**config.mk**
```make
export PLATFORM = sky130hd
export DESIGN_NAME = sorted_key_count_table_unit
export DESIGN_NICKNAME = d
export VERILOG_FILES = /design/src/hdl/skct_pkg.sv /design/src/hdl/skct_ctrl.sv /design/src/hdl/skct_dpath.sv /design/src/hdl/sorted_key_count_table_unit.sv
export VERILOG_INCLUDE_DIRS = /design/src /design/src/hdl
export SDC_FILE = /design/constraint.sdc
export NUM_CORES = 1
export LEC_CHECK = 0
export BUFFER_PORTS_ARGS = -buffer_cell sky130_fd_sc_hd__buf_2
export CAP_MARGIN = 20
export CORE_UTILIZATION = 67
export CTS_CLUSTER_DIAMETER = 100
export DETAILED_ROUTE_END_ITERATION = 8
export GPL_TIMING_DRIVEN = 1
export PLACE_DENSITY_LB_ADDON = 0.12
export SYNTH_ARGS = -nofsm -noshare
export SYNTH_HDL_FRONTEND = slang
export SYNTH_SLANG_ARGS = --single-unit
```
**constraint.sdc**
```tcl
create_clock -name clk -period 7.1 [get_ports clk]
set_input_delay 1.42 -clock clk [delete_from_list [all_inputs] [get_ports clk]]
set_output_delay 1.42 -clock clk [all_outputs]
set_load 0.01 [all_outputs]
```
**src/hdl/sorted_key_count_table_unit_assert.svh**
```systemverilog
// Assertion macros shared by the sorted key count table unit.
`ifndef SORTED_KEY_COUNT_TABLE_UNIT_ASSERT_SVH
`define SORTED_KEY_COUNT_TABLE_UNIT_ASSERT_SVH

`ifndef SYNTHESIS

`define SKCT_ASSERT_IMP(name, clk, rst_n, ante, cons) \
    name: assert property (@(posedge clk) disable iff (!rst_n) (ante) |-> (cons)) \
        else $error("assertion failed: same-cycle implication");

`define SKCT_ASSERT_NEXT(name, clk, rst_n, ante, cons) \
    name: assert property (@(posedge clk) disable iff (!rst_n) (ante) |=> (cons)) \
        else $error("assertion failed: next-cycle implication");

`else

`define SKCT_ASSERT_IMP(name, clk, rst_n, ante, cons)

`define SKCT_ASSERT_NEXT(name, clk, rst_n, ante, cons)

`endif

`endif

```
**src/hdl/skct_pkg.sv**
```systemverilog
// Package with types, codes and constants of the sorted key count table unit.
package skct_pkg;

    localparam int CAPACITY_DEF = 16;
    localparam int KEY_W        = 16;
    localparam int COUNT_W      = 16;
    localparam int USED_OUT_W   = 5;

    localparam logic [COUNT_W-1:0] COUNT_MAX = '1;

    localparam logic OP_INSERT = 1'b0;
    localparam logic OP_REMOVE = 1'b1;

    typedef struct packed {
        logic             operation;
        logic [KEY_W-1:0] key;
    } req_t;

    typedef struct packed {
        logic                  done_res;
        logic [COUNT_W-1:0]    key_count;
        logic [USED_OUT_W-1:0] entries_used;
    } rsp_t;

    typedef struct packed {
        logic [KEY_W-1:0]   key;
        logic [COUNT_W-1:0] count;
    } entry_t;

    typedef enum logic [3:0] {
        ST_IDLE,
        ST_SEARCH_RD,
        ST_SEARCH_CMP,
        ST_DECIDE,
        ST_SHUP_RD,
        ST_SHUP_WR,
        ST_SHDN_RD,
        ST_SHDN_WR,
        ST_FINISH
    } state_t;

    typedef enum logic [2:0] {
        IDX_HOLD,
        IDX_ZERO,
        IDX_INC,
        IDX_DEC,
        IDX_USED
    } idx_op_t;

    typedef enum logic [1:0] {
        RD_IDX,
        RD_PREV,
        RD_NEXT
    } rd_sel_t;

    typedef enum logic [1:0] {
        WR_SHIFT,
        WR_INC,
        WR_DEC,
        WR_NEW
    } wr_sel_t;

    typedef enum logic [1:0] {
        USED_HOLD,
        USED_INC,
        USED_DEC
    } used_op_t;

    typedef enum logic [2:0] {
        RES_FULL,
        RES_MISS,
        RES_INC,
        RES_DEC,
        RES_NEW,
        RES_DEL
    } res_kind_t;

    typedef struct packed {
        logic      load_item;
        logic      rd_en;
        rd_sel_t   rd_sel;
        logic      wr_en;
        wr_sel_t   wr_sel;
        idx_op_t   idx_op;
        logic      capture_hit;
        logic      set_miss;
        used_op_t  used_op;
        logic      set_kind;
        res_kind_t kind;
        logic      load_result;
    } cmd_t;

    typedef struct packed {
        logic idx_is_used;
        logic idx_is_pos;
        logic next_is_used;
        logic key_le;
        logic full;
        logic present;
        logic hit_gt1;
        logic op_remove;
        logic res_free;
    } status_t;

endpackage

```
**src/hdl/skct_ctrl.sv**
```systemverilog
// Controller state machine that sequences search, shift and result transfer.
module skct_ctrl (
    input  logic              clk,
    input  logic              rst_n,
    input  logic              req_valid,
    output logic              req_ready,
    input  skct_pkg::status_t status,
    output skct_pkg::cmd_t    cmd
);
    import skct_pkg::*;

    state_t state_reg;
    state_t state_next;

    always_ff @(posedge clk or negedge rst_n)
    begin
        if (!rst_n)
        begin
            state_reg <= ST_IDLE;
        end
        else
        begin
            state_reg <= state_next;
        end
    end

    always_comb
    begin
        state_next      = state_reg;
        req_ready       = 1'b0;
        cmd             = '0;
        cmd.rd_sel      = RD_IDX;
        cmd.wr_sel      = WR_SHIFT;
        cmd.idx_op      = IDX_HOLD;
        cmd.used_op     = USED_HOLD;
        cmd.kind        = RES_MISS;
        case (state_reg)
            ST_IDLE:
            begin
                req_ready = 1'b1;
                if (req_valid)
                begin
                    cmd.load_item = 1'b1;
                    cmd.idx_op    = IDX_ZERO;
                    state_next    = ST_SEARCH_RD;
                end
            end
            ST_SEARCH_RD:
            begin
                if (status.idx_is_used)
                begin
                    cmd.set_miss = 1'b1;
                    state_next   = ST_DECIDE;
                end
                else
                begin
                    cmd.rd_en  = 1'b1;
                    cmd.rd_sel = RD_IDX;
                    state_next = ST_SEARCH_CMP;
                end
            end
            ST_SEARCH_CMP:
            begin
                if (status.key_le)
                begin
                    cmd.capture_hit = 1'b1;
                    state_next      = ST_DECIDE;
                end
                else
                begin
                    cmd.idx_op = IDX_INC;
                    state_next = ST_SEARCH_RD;
                end
            end
            ST_DECIDE:
            begin
                if (!status.op_remove)
                begin
                    if (status.full)
                    begin
                        cmd.set_kind = 1'b1;
                        cmd.kind     = RES_FULL;
                        state_next   = ST_FINISH;
                    end
                    else if (status.present)
                    begin
                        cmd.wr_en    = 1'b1;
                        cmd.wr_sel   = WR_INC;
                        cmd.set_kind = 1'b1;
                        cmd.kind     = RES_INC;
                        state_next   = ST_FINISH;
                    end
                    else
                    begin
                        cmd.idx_op = IDX_USED;
                        state_next = ST_SHUP_RD;
                    end
                end
                else
                begin
                    if (!status.present)
                    begin
                        cmd.set_kind = 1'b1;
                        cmd.kind     = RES_MISS;
                        state_next   = ST_FINISH;
                    end
                    else if (status.hit_gt1)
                    begin
                        cmd.wr_en    = 1'b1;
                        cmd.wr_sel   = WR_DEC;
                        cmd.set_kind = 1'b1;
                        cmd.kind     = RES_DEC;
                        state_next   = ST_FINISH;
                    end
                    else
                    begin
                        state_next = ST_SHDN_RD;
                    end
                end
            end
            ST_SHUP_RD:
            begin
                if (status.idx_is_pos)
                begin
                    cmd.wr_en    = 1'b1;
                    cmd.wr_sel   = WR_NEW;
                    cmd.used_op  = USED_INC;
                    cmd.set_kind = 1'b1;
                    cmd.kind     = RES_NEW;
                    state_next   = ST_FINISH;
                end
                else
                begin
                    cmd.rd_en  = 1'b1;
                    cmd.rd_sel = RD_PREV;
                    state_next = ST_SHUP_WR;
                end
            end
            ST_SHUP_WR:
            begin
                cmd.wr_en  = 1'b1;
                cmd.wr_sel = WR_SHIFT;
                cmd.idx_op = IDX_DEC;
                state_next = ST_SHUP_RD;
            end
            ST_SHDN_RD:
            begin
                if (status.next_is_used)
                begin
                    cmd.used_op  = USED_DEC;
                    cmd.set_kind = 1'b1;
                    cmd.kind     = RES_DEL;
                    state_next   = ST_FINISH;
                end
                else
                begin
                    cmd.rd_en  = 1'b1;
                    cmd.rd_sel = RD_NEXT;
                    state_next = ST_SHDN_WR;
                end
            end
            ST_SHDN_WR:
            begin
                cmd.wr_en  = 1'b1;
                cmd.wr_sel = WR_SHIFT;
                cmd.idx_op = IDX_INC;
                state_next = ST_SHDN_RD;
            end
            ST_FINISH:
            begin
                if (status.res_free)
                begin
                    cmd.load_result = 1'b1;
                    state_next      = ST_IDLE;
                end
            end
            default:
            begin
                state_next = ST_IDLE;
            end
        endcase
    end

endmodule

```
**src/hdl/skct_dpath.sv**
```systemverilog
// Datapath with the entry memory, search pointer, fill count and result register.
`include "sorted_key_count_table_unit_assert.svh"

module skct_dpath #(
    parameter int CAPACITY = skct_pkg::CAPACITY_DEF
) (
    input  logic              clk,
    input  logic              rst_n,
    input  skct_pkg::req_t    req,
    input  skct_pkg::cmd_t    cmd,
    input  logic              rsp_ready,
    output skct_pkg::status_t status,
    output logic              rsp_valid,
    output skct_pkg::rsp_t    rsp
);
    import skct_pkg::*;

    localparam int IDX_W = (CAPACITY > 1) ? $clog2(CAPACITY) : 1;
    localparam int CNT_W = $clog2(CAPACITY + 1);

    entry_t mem [CAPACITY];

    logic [CNT_W-1:0]   idx_reg;
    logic [CNT_W-1:0]   idx_next;
    logic [CNT_W-1:0]   used_reg;
    logic [CNT_W-1:0]   used_next;
    logic               res_valid_reg;
    logic [CNT_W-1:0]   pos_reg;
    logic [KEY_W-1:0]   key_reg;
    logic               op_reg;
    logic [COUNT_W-1:0] hit_count_reg;
    logic               present_reg;
    res_kind_t          kind_reg;
    entry_t             rd_data_reg;
    rsp_t               rsp_reg;

    logic [CNT_W-1:0]   idx_inc;
    logic [CNT_W-1:0]   idx_dec;
    logic [CNT_W-1:0]   rd_ptr;
    logic [CNT_W-1:0]   wr_ptr;
    logic [IDX_W-1:0]   rd_addr;
    logic [IDX_W-1:0]   wr_addr;
    entry_t             wr_data;
    logic [COUNT_W-1:0] inc_count;
    logic [COUNT_W-1:0] dec_count;
    logic [31:0]        used_wide;
    rsp_t               rsp_next;

    assign idx_inc   = idx_reg + 1'b1;
    assign idx_dec   = idx_reg - 1'b1;
    assign inc_count = (hit_count_reg == COUNT_MAX) ? hit_count_reg : hit_count_reg + 1'b1;
    assign dec_count = hit_count_reg - 1'b1;
    assign used_wide = 32'(used_reg);

    always_comb
    begin
        case (cmd.rd_sel)
            RD_PREV: rd_ptr = idx_dec;
            RD_NEXT: rd_ptr = idx_inc;
            default: rd_ptr = idx_reg;
        endcase
    end

    always_comb
    begin
        wr_ptr       = pos_reg;
        wr_data.key  = key_reg;
        wr_data.count = inc_count;
        case (cmd.wr_sel)
            WR_SHIFT:
            begin
                wr_ptr  = idx_reg;
                wr_data = rd_data_reg;
            end
            WR_INC:
            begin
                wr_data.count = inc_count;
            end
            WR_DEC:
            begin
                wr_data.count = dec_count;
            end
            WR_NEW:
            begin
                wr_data.count = COUNT_W'(1);
            end
            default:
            begin
                wr_data.count = inc_count;
            end
        endcase
    end

    assign rd_addr = rd_ptr[IDX_W-1:0];
    assign wr_addr = wr_ptr[IDX_W-1:0];

    always_ff @(posedge clk)
    begin
        if (cmd.wr_en)
        begin
            mem[wr_addr] <= wr_data;
        end
        if (cmd.rd_en)
        begin
            rd_data_reg <= mem[rd_addr];
        end
    end

    always_comb
    begin
        case (cmd.idx_op)
            IDX_ZERO: idx_next = '0;
            IDX_INC:  idx_next = idx_inc;
            IDX_DEC:  idx_next = idx_dec;
            IDX_USED: idx_next = used_reg;
            default:  idx_next = idx_reg;
        endcase
    end

    always_comb
    begin
        case (cmd.used_op)
            USED_INC: used_next = used_reg + 1'b1;
            USED_DEC: used_next = used_reg - 1'b1;
            default:  used_next = used_reg;
        endcase
    end

    always_comb
    begin
        rsp_next.entries_used = used_wide[USED_OUT_W-1:0];
        rsp_next.done_res     = 1'b1;
        rsp_next.key_count    = '0;
        case (kind_reg)
            RES_FULL:
            begin
                rsp_next.done_res  = 1'b0;
                rsp_next.key_count = present_reg ? hit_count_reg : '0;
            end
            RES_MISS:
            begin
                rsp_next.done_res = 1'b0;
            end
            RES_INC:
            begin
                rsp_next.key_count = inc_count;
            end
            RES_DEC:
            begin
                rsp_next.key_count = dec_count;
            end
            RES_NEW:
            begin
                rsp_next.key_count = COUNT_W'(1);
            end
            RES_DEL:
            begin
                rsp_next.key_count = '0;
            end
            default:
            begin
                rsp_next.done_res = 1'b0;
            end
        endcase
    end

    always_ff @(posedge clk or negedge rst_n)
    begin
        if (!rst_n)
        begin
            idx_reg       <= '0;
            used_reg      <= '0;
            res_valid_reg <= 1'b0;
        end
        else
        begin
            idx_reg  <= idx_next;
            used_reg <= used_next;
            if (cmd.load_result)
            begin
                res_valid_reg <= 1'b1;
            end
            else if (rsp_ready)
            begin
                res_valid_reg <= 1'b0;
            end
        end
    end

    always_ff @(posedge clk)
    begin
        if (cmd.load_item)
        begin
            key_reg <= req.key;
            op_reg  <= req.operation;
        end
        if (cmd.capture_hit)
        begin
            pos_reg       <= idx_reg;
            present_reg   <= (key_reg == rd_data_reg.key);
            hit_count_reg <= rd_data_reg.count;
        end
        else if (cmd.set_miss)
        begin
            pos_reg     <= idx_reg;
            present_reg <= 1'b0;
        end
        if (cmd.set_kind)
        begin
            kind_reg <= cmd.kind;
        end
        if (cmd.load_result)
        begin
            rsp_reg <= rsp_next;
        end
    end

    assign status.idx_is_used  = (idx_reg == used_reg);
    assign status.idx_is_pos   = (idx_reg == pos_reg);
    assign status.next_is_used = (idx_inc == used_reg);
    assign status.key_le       = (key_reg <= rd_data_reg.key);
    assign status.full         = (used_reg == CNT_W'(CAPACITY));
    assign status.present      = present_reg;
    assign status.hit_gt1      = (hit_count_reg > COUNT_W'(1));
    assign status.op_remove    = (op_reg == OP_REMOVE);
    assign status.res_free     = !res_valid_reg || rsp_ready;

    assign rsp_valid = res_valid_reg;
    assign rsp       = rsp_reg;

    `SKCT_ASSERT_IMP(a_used_in_range, clk, rst_n, 1'b1, used_reg <= CNT_W'(CAPACITY))
    `SKCT_ASSERT_IMP(a_no_grow_full, clk, rst_n, cmd.used_op == USED_INC, !status.full)
    `SKCT_ASSERT_IMP(a_no_shrink_empty, clk, rst_n, cmd.used_op == USED_DEC, used_reg != '0)
    `SKCT_ASSERT_IMP(a_result_not_lost, clk, rst_n, cmd.load_result, !res_valid_reg || rsp_ready)
    `SKCT_ASSERT_NEXT(a_hit_in_used, clk, rst_n, cmd.capture_hit, pos_reg < used_reg)

endmodule

```
**src/hdl/sorted_key_count_table_unit.sv**
```systemverilog
// Top level of the sorted key count table unit.
// The unit keeps up to CAPACITY distinct 16-bit keys in ascending order, each with
// a saturating 16-bit count. A request transfer on req (req_valid, req_ready) carries
// an operation, insert or remove, and a key. Every request yields exactly one
// response transfer on rsp (rsp_valid, rsp_ready) with the done flag, the key's count
// after the operation and the number of distinct keys held.
// The entries live in a memory with one write and one registered read port. The
// search walks the entries from the bottom, reading and then comparing each entry, and
// an insert of a new key or the delete of a last copy moves the entries above it, each
// with a read and then a write. For such an insert or delete, the search and the shift
// together visit each entry held.
// Requests are taken one at a time; req_ready is high only while no request is open,
// and the next request can be taken in the cycle after the response register is loaded.
// The response waits in an output register, so the next request is taken while the
// receiver stalls; a finished request whose response register is still full waits.
// Reset empties the table at once; entries are never read beyond the fill count.
module sorted_key_count_table_unit #(
    parameter int CAPACITY = skct_pkg::CAPACITY_DEF
) (
    input  logic           clk,
    input  logic           rst_n,
    input  logic           req_valid,
    output logic           req_ready,
    input  skct_pkg::req_t req,
    output logic           rsp_valid,
    input  logic           rsp_ready,
    output skct_pkg::rsp_t rsp
);
    import skct_pkg::*;

    cmd_t    cmd;
    status_t status;

    skct_ctrl u_ctrl (
        .clk       (clk),
        .rst_n     (rst_n),
        .req_valid (req_valid),
        .req_ready (req_ready),
        .status    (status),
        .cmd       (cmd)
    );

    skct_dpath #(
        .CAPACITY (CAPACITY)
    ) u_dpath (
        .clk       (clk),
        .rst_n     (rst_n),
        .req       (req),
        .cmd       (cmd),
        .rsp_ready (rsp_ready),
        .status    (status),
        .rsp_valid (rsp_valid),
        .rsp       (rsp)
    );

endmodule

```
==> results.rst, run 1 <==
.. list-table::
   :header-rows: 1

   * - Metric
     - Value
   * - Proportion of power drawn by the clock network
     - approximately a quarter
   * - Post-detailed-route DRC marker count
     - 0
   * - Number of max-cap violations
     - 0
   * - Kind of critical path
     - reg -> reg
   * - Post-DRT Antenna Nets
     - 0
   * - Worst slew margin relative to its limit
     - about a fifth
   * - Fraction of registers with async set/reset
     - between 2 and 2.5%
   * - Top library cells by usage in the layout, fill and taps aside
     - 608 x edfxtp_1, 128 x mux4_2, 102 x mux2i_1, 64 x nand2_1, 61 x clkbuf_16
   * - Synthesized cell area
     - ~26000 um2
   * - Adder-cell share of the synthesized area
     - 1.38%
   * - Fraction of layout cells with a size suffix above 1
     - roughly 22%
   * - First element of the critical path
     - u_dpath.idx_reg[1]
   * - Seq cells post-synth
     - 623
   * - Largest voltage drop on the vdd net
     - 0.334 mV
   * - Count of routing violations after the opening detailed-route iteration
     - between 1000 and 1500
   * - Post-detailed-placement cell area
     - 27200 um2
   * - P&R area growth vs syn
     - 12.4%
   * - Number of antenna repair diodes
     - 0
   * - First-pass GRT wire length
     - around 86 mm
   * - Cells after Synth
     - about 1400
   * - Vias in the first global route
     - roughly 14000
   * - Synth Area in Simple Gates
     - under 10%
   * - Endpoint of the most critical setup path
     - u_dpath.rd_data_reg[26]
   * - Synth unique cells
     - 71
   * - Time the final worst path needs with I/O delays and setup
     - approximately 5200 ps
   * - Post-place setup slack
     - ~2000 ps
   * - Die area
     - between 30000 and 40000 um2
   * - Library cell with the largest summed area after synthesis
     - edfxtp_1
   * - Leakage
     - 9.80 nW
   * - Area share of the leading cell type in the synthesized netlist
     - a little over two thirds
   * - Root Driver
     - clkbuf_16
   * - Global-route congestion overflow total
     - 0
   * - Switching power as a share of total power
     - a little under a third
   * - CP Data Required Time
     - 7420 ps
   * - Net switching power of the design
     - around 0.0037 W
   * - Warnings from Yosys
     - 0
   * - Vias
     - roughly 14000
   * - Post-CTS clock slew at the launch and capture registers of the worst setup and hold paths
     - roughly 60 ps
   * - Cell internal power dissipation
     - ~0.0084 W
   * - Final wirelength
     - approximately 58 mm
   * - Post-synth EDFFs
     - between 600 and 700
   * - Combinational family with the most area after synthesis
     - multiplexers
   * - Endpoint kind of the worst setup timing path
     - register
   * - Fraction of the yosys area taken by sequential cells
     - roughly 70%
   * - Total negative setup slack
     - 0 ps
   * - Total setup violations reported at the end of the flow
     - 0
   * - Result of the run
     - complete, no violations
   * - Placeable core region
     - 37900 um2
   * - DR pass1 iterations
     - 5
   * - Depth of the worst register-to-register path
     - 13
   * - Syn_nets
     - between 1000 and 1500
   * - Clock buffer depth
     - 3
   * - Class of the tightest hold or removal check
     - reg -> reg
   * - Primary flip-flop cell chosen by synthesis mapping
     - edfxtp_1
   * - RSZ-0062 raised after global routing
     - no
   * - Die Y
     - about 200 um
   * - Peak fanout along the critical path
     - 107
   * - CTS sink cnt
     - slightly above 600
   * - Setup ws final
     - 1900 ps
   * - Slew Limit Fails
     - 0
   * - Die width
     - 199 um
   * - Number of hold-slack violations in the final timing report
     - 0
   * - Syn Area/Cell
     - between 15 and 20 um2
   * - Reg2reg setup slack
     - approximately 1900 ps
   * - Gpl congestion
     - ~0.94
   * - All-layer global routing usage
     - about 30%
   * - Most frequent standard cell in the layout excluding fill and tap cells
     - edfxtp_1
   * - Clock tree from TritonCTS
     - done
   * - Gate power share
     - 28.8%
   * - Setup Skew
     - between 20 and 30 ps
   * - Hold slack final
     - about 460 ps
   * - Cts bufs inserted
     - 59
   * - Proportion of power drawn by flip-flops and latches
     - between 40 and 50%
   * - Initial antenna violation count
     - 2
   * - Post-synthesis compound-gate area fraction
     - under 10%
   * - Pin count of the biggest net entering global routing
     - approximately 110
   * - Category of the worst setup path launch point
     - register
   * - Detailed placement HPWL
     - between 30 and 40 mm
   * - IO Port Bufs
     - between 40 and 50
   * - Vias per cell
     - 6.71
   * - Worst reg2reg startpoint
     - u_dpath.idx_reg[1]
   * - Capturing point of the worst reg2reg path
     - u_dpath.rd_data_reg[26]
   * - Fraction of synthesized area in multiplexers
     - 15.0%
   * - Count of hold buffers inserted by post-cts repair
     - 0
   * - Biggest area contributors in the synthesized netlist
     - edfxtp_1 70%, mux4_2 11%, mux2i_1 3.9%
   * - Post CTS Setup Buffer Count
     - 0
   * - Core Rows
     - between 70 and 80
   * - Post-layout instance area
     - just under 30000 um2
   * - H-tree depth
     - 2
   * - Initial Util
     - 68.6%
   * - Highest attainable clock frequency
     - 0.192 GHz
   * - Areal power density over the cells
     - between 400 and 500 nW/um2
   * - Top-Level Pins
     - 45
   * - Final period utilization
     - approximately 73%
   * - Number of nets in the layout
     - 1559
   * - # resized after CTS
     - 0
   * - Synthesized-area fraction occupied by xor and xnor cells
     - 1.45%
   * - Flip-flop count of the largest register after layout
     - between 500 and 600
   * - Signal arrival time at the worst endpoint
     - 5530 ps
   * - Clk_lat worst skew
     - 620 ps
   * - DR WL/cell
     - approximately 28 um
   * - Measured slew at the worst slew-check pin
     - 1190 ps
## synth_stat cells, types with 4 or more instances
cell type,instances
and2_1,4
a311oi_1,4
xnor2_1,27
and3_1,6
or4_1,5
o22ai_1,5
or2_2,4
edfxtp_1,608
nand3_1,17
nand4_1,6
buf_2,27
nor4_1,8
xor2_1,16
clkbuf_1,50
nor2b_1,11
a21o_1,5
a21oi_1,27
nor3_1,20
mux2i_1,102
a31oi_1,7
o21ai_0,44
nand2_1,64
ha_1,27
or3_1,6
dfrtp_1,15
nor2_1,59
mux4_2,128
o221ai_1,14
nand2b_1,7
a211o_1,4
inv_1,36
a211oi_1,6
## power groups by stage
stage               sequential [W]  clock (W)  combinational (W)
CTS                        0.00540    0.00324            0.00342
floorplan                  0.00530          0            0.00243
global route               0.00543    0.00337            0.00373
detailed placement         0.00547          0            0.00337
finish                     0.00540    0.00321            0.00348
global placement           0.00545          0            0.00324
## through the flow
step           util (%)  total power, W  instances
2_1_floorplan         -         0.00773       1432
3_3_place_gp       71.1         0.00869       1941
3_5_place_dp       71.6         0.00883       1949
4_1_cts            76.8          0.0121       2056
5_1_grt            77.1          0.0125       2067
6_report           77.1          0.0121       2067
## kinds of logic after synthesis
family                   count (synthesis)
multiplexers                           231
AND/OR/NAND/NOR                        232
XOR/XNOR                                43
adder cells (fa/ha/maj)                 28
flip-flops                             623
AO/OA/AOI/OAI                          157
buffers and inverters                  118
## routing by layer
metal	share of wire [%]	global-route usage, %	vias up
met4	2.3	9.23	0
met1	40	43.4	7146
li1	-	-	5912
met5	0	0	-
met3	7.9	4.54	98
met2	50	49.2	721
## worst min path at each step
stage / from / end / slack [ps] / depth (start not counted)
CTS: u_dpath.rd_data_reg[9] / u_dpath.hit_count_reg[9] / 460 / 0
global placement: u_dpath.rd_data_reg[9] / u_dpath.hit_count_reg[9] / 430 / 0
floorplan: u_dpath.idx_reg[3] / u_dpath.pos_reg[3] / 420 / 0
global route: u_dpath.rd_data_reg[9] / u_dpath.hit_count_reg[9] / 470 / 0
finish: u_dpath.rd_data_reg[9] / u_dpath.hit_count_reg[9] / 460 / 0
detailed placement: u_dpath.rd_data_reg[1] / u_dpath.hit_count_reg[1] / 430 / 0
## area by class of cell
cell class / count / area [um2]
Timing Repair Buffer: 99 / 798
Sequential cell: 623 / 18600
Tap cell: 511 / 639
Inverter: 36 / 135
Fill cell: 2024 / 8700
Clock inverter: 34 / 392
Clock buffer: 73 / 1570
Multi-Input combinational cell: 691 / 7070
## critical path, stage by stage, from the launching register on
cell      delay [ps]
dfrtp_1          720
ha_1             440
nor2b_1           90
a211oi_1         350
o32ai_1          140
nand2b_1         110
nand3_1          110
ha_1             590
nor3_1           140
a21oi_4          290
buf_12           520
mux4_2           620
mux2i_1          280
mux2i_1          120
No activity file was read; power rests on OpenSTA's default activity.
==> inputs of run 2 (changes only) <==
--- a/config.mk
+++ b/config.mk
@@ -6,9 +6,10 @@
 export SDC_FILE = /design/constraint.sdc
 export NUM_CORES = 1
 export LEC_CHECK = 0
+export ABC_AREA = 1
 export BUFFER_PORTS_ARGS = -buffer_cell sky130_fd_sc_hd__buf_2
 export CAP_MARGIN = 20
-export CORE_UTILIZATION = 67
+export CORE_UTILIZATION = 63
 export CTS_CLUSTER_DIAMETER = 100
 export DETAILED_ROUTE_END_ITERATION = 8
 export GPL_TIMING_DRIVEN = 1
==> constraint.sdc (replaced) <==
create_clock -name clk -period 5.4 [get_ports clk]
set_input_delay 1.08 -clock clk [delete_from_list [all_inputs] [get_ports clk]]
set_output_delay 1.08 -clock clk [all_outputs]
set_load 0.01 [all_outputs]
==> results.rst, run 2 <==
.. list-table::
   :header-rows: 1

   * - Metric
     - Value
   * - Top cell types by occurrence after synthesis
     - 608 x edfxtp_1, 482 x nand2_1, 333 x inv_1, 267 x o211ai_1, 213 x nand3_1
   * - Fraction of layout cells with a size suffix above 1
     - approximately 11%
   * - Setup Skew
     - roughly 16 ps
   * - Most frequent cell after synthesis
     - edfxtp_1
   * - Highest attainable clock frequency
     - between 0.2 and 0.25 GHz
   * - Warnings from Yosys
     - 0
   * - Detail Route met2 WL
     - slightly below 30 mm
   * - Fraction of synthesized area in multiplexers
     - 0%
   * - Count of routing violations after the opening detailed-route iteration
     - between 1500 and 2000
   * - Cell family with the largest share of critical-path delay
     - buffers and inverters
   * - Syn_nets
     - between 2000 and 2500
   * - Die width
     - between 200 and 250 um
   * - Global-route congestion overflow total
     - 0
   * - Worst slew margin relative to its limit
     - 23.7%
   * - Syn Area/Cell
     - 11.6 um2
   * - Crit path largest cell delay
     - 560 ps
   * - Die area
     - approximately 44000 um2
   * - Synth unique cells
     - 47
   * - Adder-cell share of the synthesized area
     - under 10%
   * - Depth of the worst register-to-register path
     - 18
   * - RSZ-0062 raised after global routing
     - no
   * - Vias per cell
     - about 6
   * - Signal arrival time at the worst endpoint
     - between 4000 and 5000 ps
   * - Synthesized-area fraction occupied by xor and xnor cells
     - 1.12%
   * - Post-detailed-route DRC marker count
     - 0
   * - Capturing point of the worst reg2reg path
     - u_dpath.rd_data_reg[6]
   * - CTS sink cnt
     - 623
   * - H-tree depth
     - 2
   * - Sequence of cells on the critical path
     - ha_1 > xor2_1 > xor2_1 > nand2_1 > nor2_1 > nor2_1 > inv_1 > ha_1 > inv_2 > nor2_1 > a21oi_4 > buf_12 > buf_12 > nand2_1 > o21ai_0 > o21ai_0 > o211ai_1 > nand2_1
   * - Leakage
     - roughly 11 nW
   * - Biggest area contributors in the synthesized netlist
     - edfxtp_1 67%, o211ai_1 7.3%, nand2_1 6.6%
   * - Initial Util
     - 63.7%
   * - First-pass GRT wire length
     - 96.5 mm
   * - Number of max-cap violations
     - 0
   * - Slowest stage cell, crit path
     - dfrtp_1
   * - DR WL/cell
     - ~21 um
   * - Highest metal layer used by the detailed router
     - met4
   * - Endpoint kind of the worst setup timing path
     - register
   * - Number of nets in the layout
     - around 2400
   * - Peak fanout along the critical path
     - between 90 and 100
   * - Seq cells post-synth
     - 623
   * - Total negative setup slack
     - 0 ps
   * - Final period utilization
     - 77.2%
   * - Fraction of registers with async set/reset
     - around 2.4%
   * - Post CTS Setup Buffer Count
     - 0
   * - P&R area growth vs syn
     - 10.7%
   * - Detailed placement HPWL
     - between 30 and 40 mm
   * - # resized after CTS
     - 0
   * - Cells after Synth
     - about 2400
   * - Clock buffer depth
     - 3
   * - Reg2reg setup slack
     - approximately 1200 ps
   * - Largest voltage drop on the vdd net
     - 0.402 mV
   * - Clock tree from TritonCTS
     - done
   * - Result of the run
     - complete, no violations
   * - Number of antenna repair diodes
     - 0
   * - Flip-flop count of the largest register after layout
     - around 510
   * - Primary flip-flop cell chosen by synthesis mapping
     - edfxtp_1
   * - Vias in the first global route
     - around 17000
   * - Number of hold-slack violations in the final timing report
     - 0
   * - All-layer global routing usage
     - between 20% and 30%
   * - Kind of critical path
     - reg -> reg
   * - Fraction of the yosys area taken by sequential cells
     - between 60% and 70%
   * - Synthesized cell area
     - roughly 27000 um2
   * - IO Port Bufs
     - 44
   * - Final wirelength
     - 62.8 mm
   * - Measured slew at the worst slew-check pin
     - 1140 ps
   * - Die Y
     - 211 um
   * - Root Driver
     - clkbuf_16
   * - Detailed-route wire length on metal 1
     - roughly 26 mm
   * - Length of routed met3 wiring
     - approximately 4.8 mm
   * - Placeable core region
     - around 43000 um2
   * - Areal power density over the cells
     - just under 600 nW/um2
   * - Vias
     - 17761
   * - Fill cell instance count of the final layout
     - between 3000 and 4000
   * - Clk_lat worst skew
     - between 600 and 700 ps
   * - Gpl congestion
     - 0.888
   * - Post-synthesis compound-gate area fraction
     - a little under a tenth
   * - Category of the worst setup path launch point
     - register
   * - Synth Area in Simple Gates
     - between 10% and 20%
   * - Count of cell instances traversed by the critical path
     - 18
   * - Worst reg2reg startpoint
     - u_dpath.idx_reg[0]
   * - DR pass1 iterations
     - 6
   * - Number of buffer and inverter instances along the worst setup path
     - 4
   * - Most frequent standard cell in the layout excluding fill and tap cells
     - edfxtp_1
   * - Cts bufs inserted
     - between 60 and 70
   * - Time the final worst path needs with I/O delays and setup
     - 4170 ps
   * - Area share of the leading cell type in the synthesized netlist
     - 66.7%
   * - Library cell with the largest summed area after synthesis
     - edfxtp_1
   * - Count of hold buffers inserted by post-cts repair
     - 0
   * - Combinational family with the most area after synthesis
     - simple AND/OR/NAND/NOR gates
   * - Top-Level Pins
     - 45
   * - Core Rows
     - 76
   * - Slew Limit Fails
     - 0
   * - Post-DRT Antenna Nets
     - 0
   * - Initial antenna violation count
     - 0
   * - Post-CTS clock slew at the launch and capture registers of the worst setup and hold paths
     - around 60 ps
   * - CP Data Required Time
     - ~5800 ps
   * - Total setup violations reported at the end of the flow
     - 0
   * - Class of the tightest hold or removal check
     - in -> async
   * - Top library cells by usage in the layout, fill and taps aside
     - 608 x edfxtp_1, 481 x nand2_1, 333 x inv_1, 267 x o211ai_1, 213 x nand3_1
   * - Overall Power
     - about 0.018 W
   * - Pin count of the biggest net entering global routing
     - 120
   * - Post-synth EDFFs
     - between 600 and 700
-- run 2: changes by cell type after synthesis, sizes merged, moves of 20 or more --
| cell | delta |
|---|---|
| inv | +318 |
| nand3 | +200 |
| buf | +60 |
| mux2i | -102 |
| o211ai | +264 |
| nand2 | +423 |
| o21ai | +23 |
| clkbuf | -20 |
| mux4 | -128 |
| xnor2 | -22 |
-- run 2: cell families (layout without fill, tap and decap cells) --
group                      Yosys count  count (layout)
AOI/OAI and AO/OA                  378             378
xor gates and xnor gates            35              35
adders and majority gates           28              28
buffers and inverters              477             573
DFF                                623             623
and+or+nand+nor                    811             811
-- run 2: cell type report --
| cell class | instances | area [um2] | share of cell area (%) |
|---|---|---|---|
| Clock buffer | 70 | 1580 | 5.21 |
| Inverter | 355 | 1340 | 4.41 |
| Clock inverter | 44 | 319 | 1.05 |
| Sequential cell | 623 | 18600 | 61.4 |
| Multi-Input combinational cell | 1252 | 6960 | 23.0 |
| Tap cell | 585 | 732 | 2.41 |
| Timing Repair Buffer | 104 | 769 | 2.54 |
-- run 2: how the worst max path moves through the flow --
stage	startpoint	end	slack, ps
floorplan	u_dpath.hit_count_reg[0]	u_dpath.mem[0][0]	1770
global placement	u_dpath.idx_reg[0]	u_dpath.rd_data_reg[23]	1360
detailed placement	u_dpath.idx_reg[0]	u_dpath.rd_data_reg[6]	1280
CTS	u_dpath.idx_reg[0]	u_dpath.rd_data_reg[8]	1220
global route	u_dpath.idx_reg[0]	u_dpath.rd_data_reg[6]	790
finish	u_dpath.idx_reg[0]	u_dpath.rd_data_reg[6]	1230
-- run 2: power by group --
part | total (W) | internal [W] | switching (W) | leakage [nW]
registers | 0.00710 | 0.00681 | 0.000296 | 5.70
clock network | 0.00403 | 0.00224 | 0.00178 | 0.943
logic | 0.00649 | 0.00183 | 0.00465 | 4.70
-- run 2: layer usage --
layer	up-vias	track usage [%]
met5	-	0
met4	0	10.1
met3	122	4.25
met2	726	46.7
met1	8538	41.0
li1	8375	-
-- run 2: worst reg2reg max path, delay by kind of cell, from the launching register on --
kind | cells | cell delay (ps)
AND/OR/NAND/NOR | 6 | 690
XOR/XNOR | 2 | 450
adder cells (fa/ha/maj) | 2 | 600
AO/OA/AOI/OAI | 4 | 570
buffers and inverters | 4 | 1050
flip-flops | 1 | 560
-- run 2: through the flow --
step | instance area [um2] | utilization (%) | hold slack (ps) | setup slack [ps] | instances
after CTS | 30300 | 70.5 | 362 | 1220 | 3031
after floorplan | 27400 | - | 420 | 1770 | 2352
after detailed placement | 28400 | 66.1 | 444 | 1280 | 2917
final | 30300 | 70.6 | 369 | 1230 | 3033
after global placement | 28400 | 66.0 | 431 | 1360 | 2915
after global routing | 30300 | 70.6 | 387 | 791 | 3033
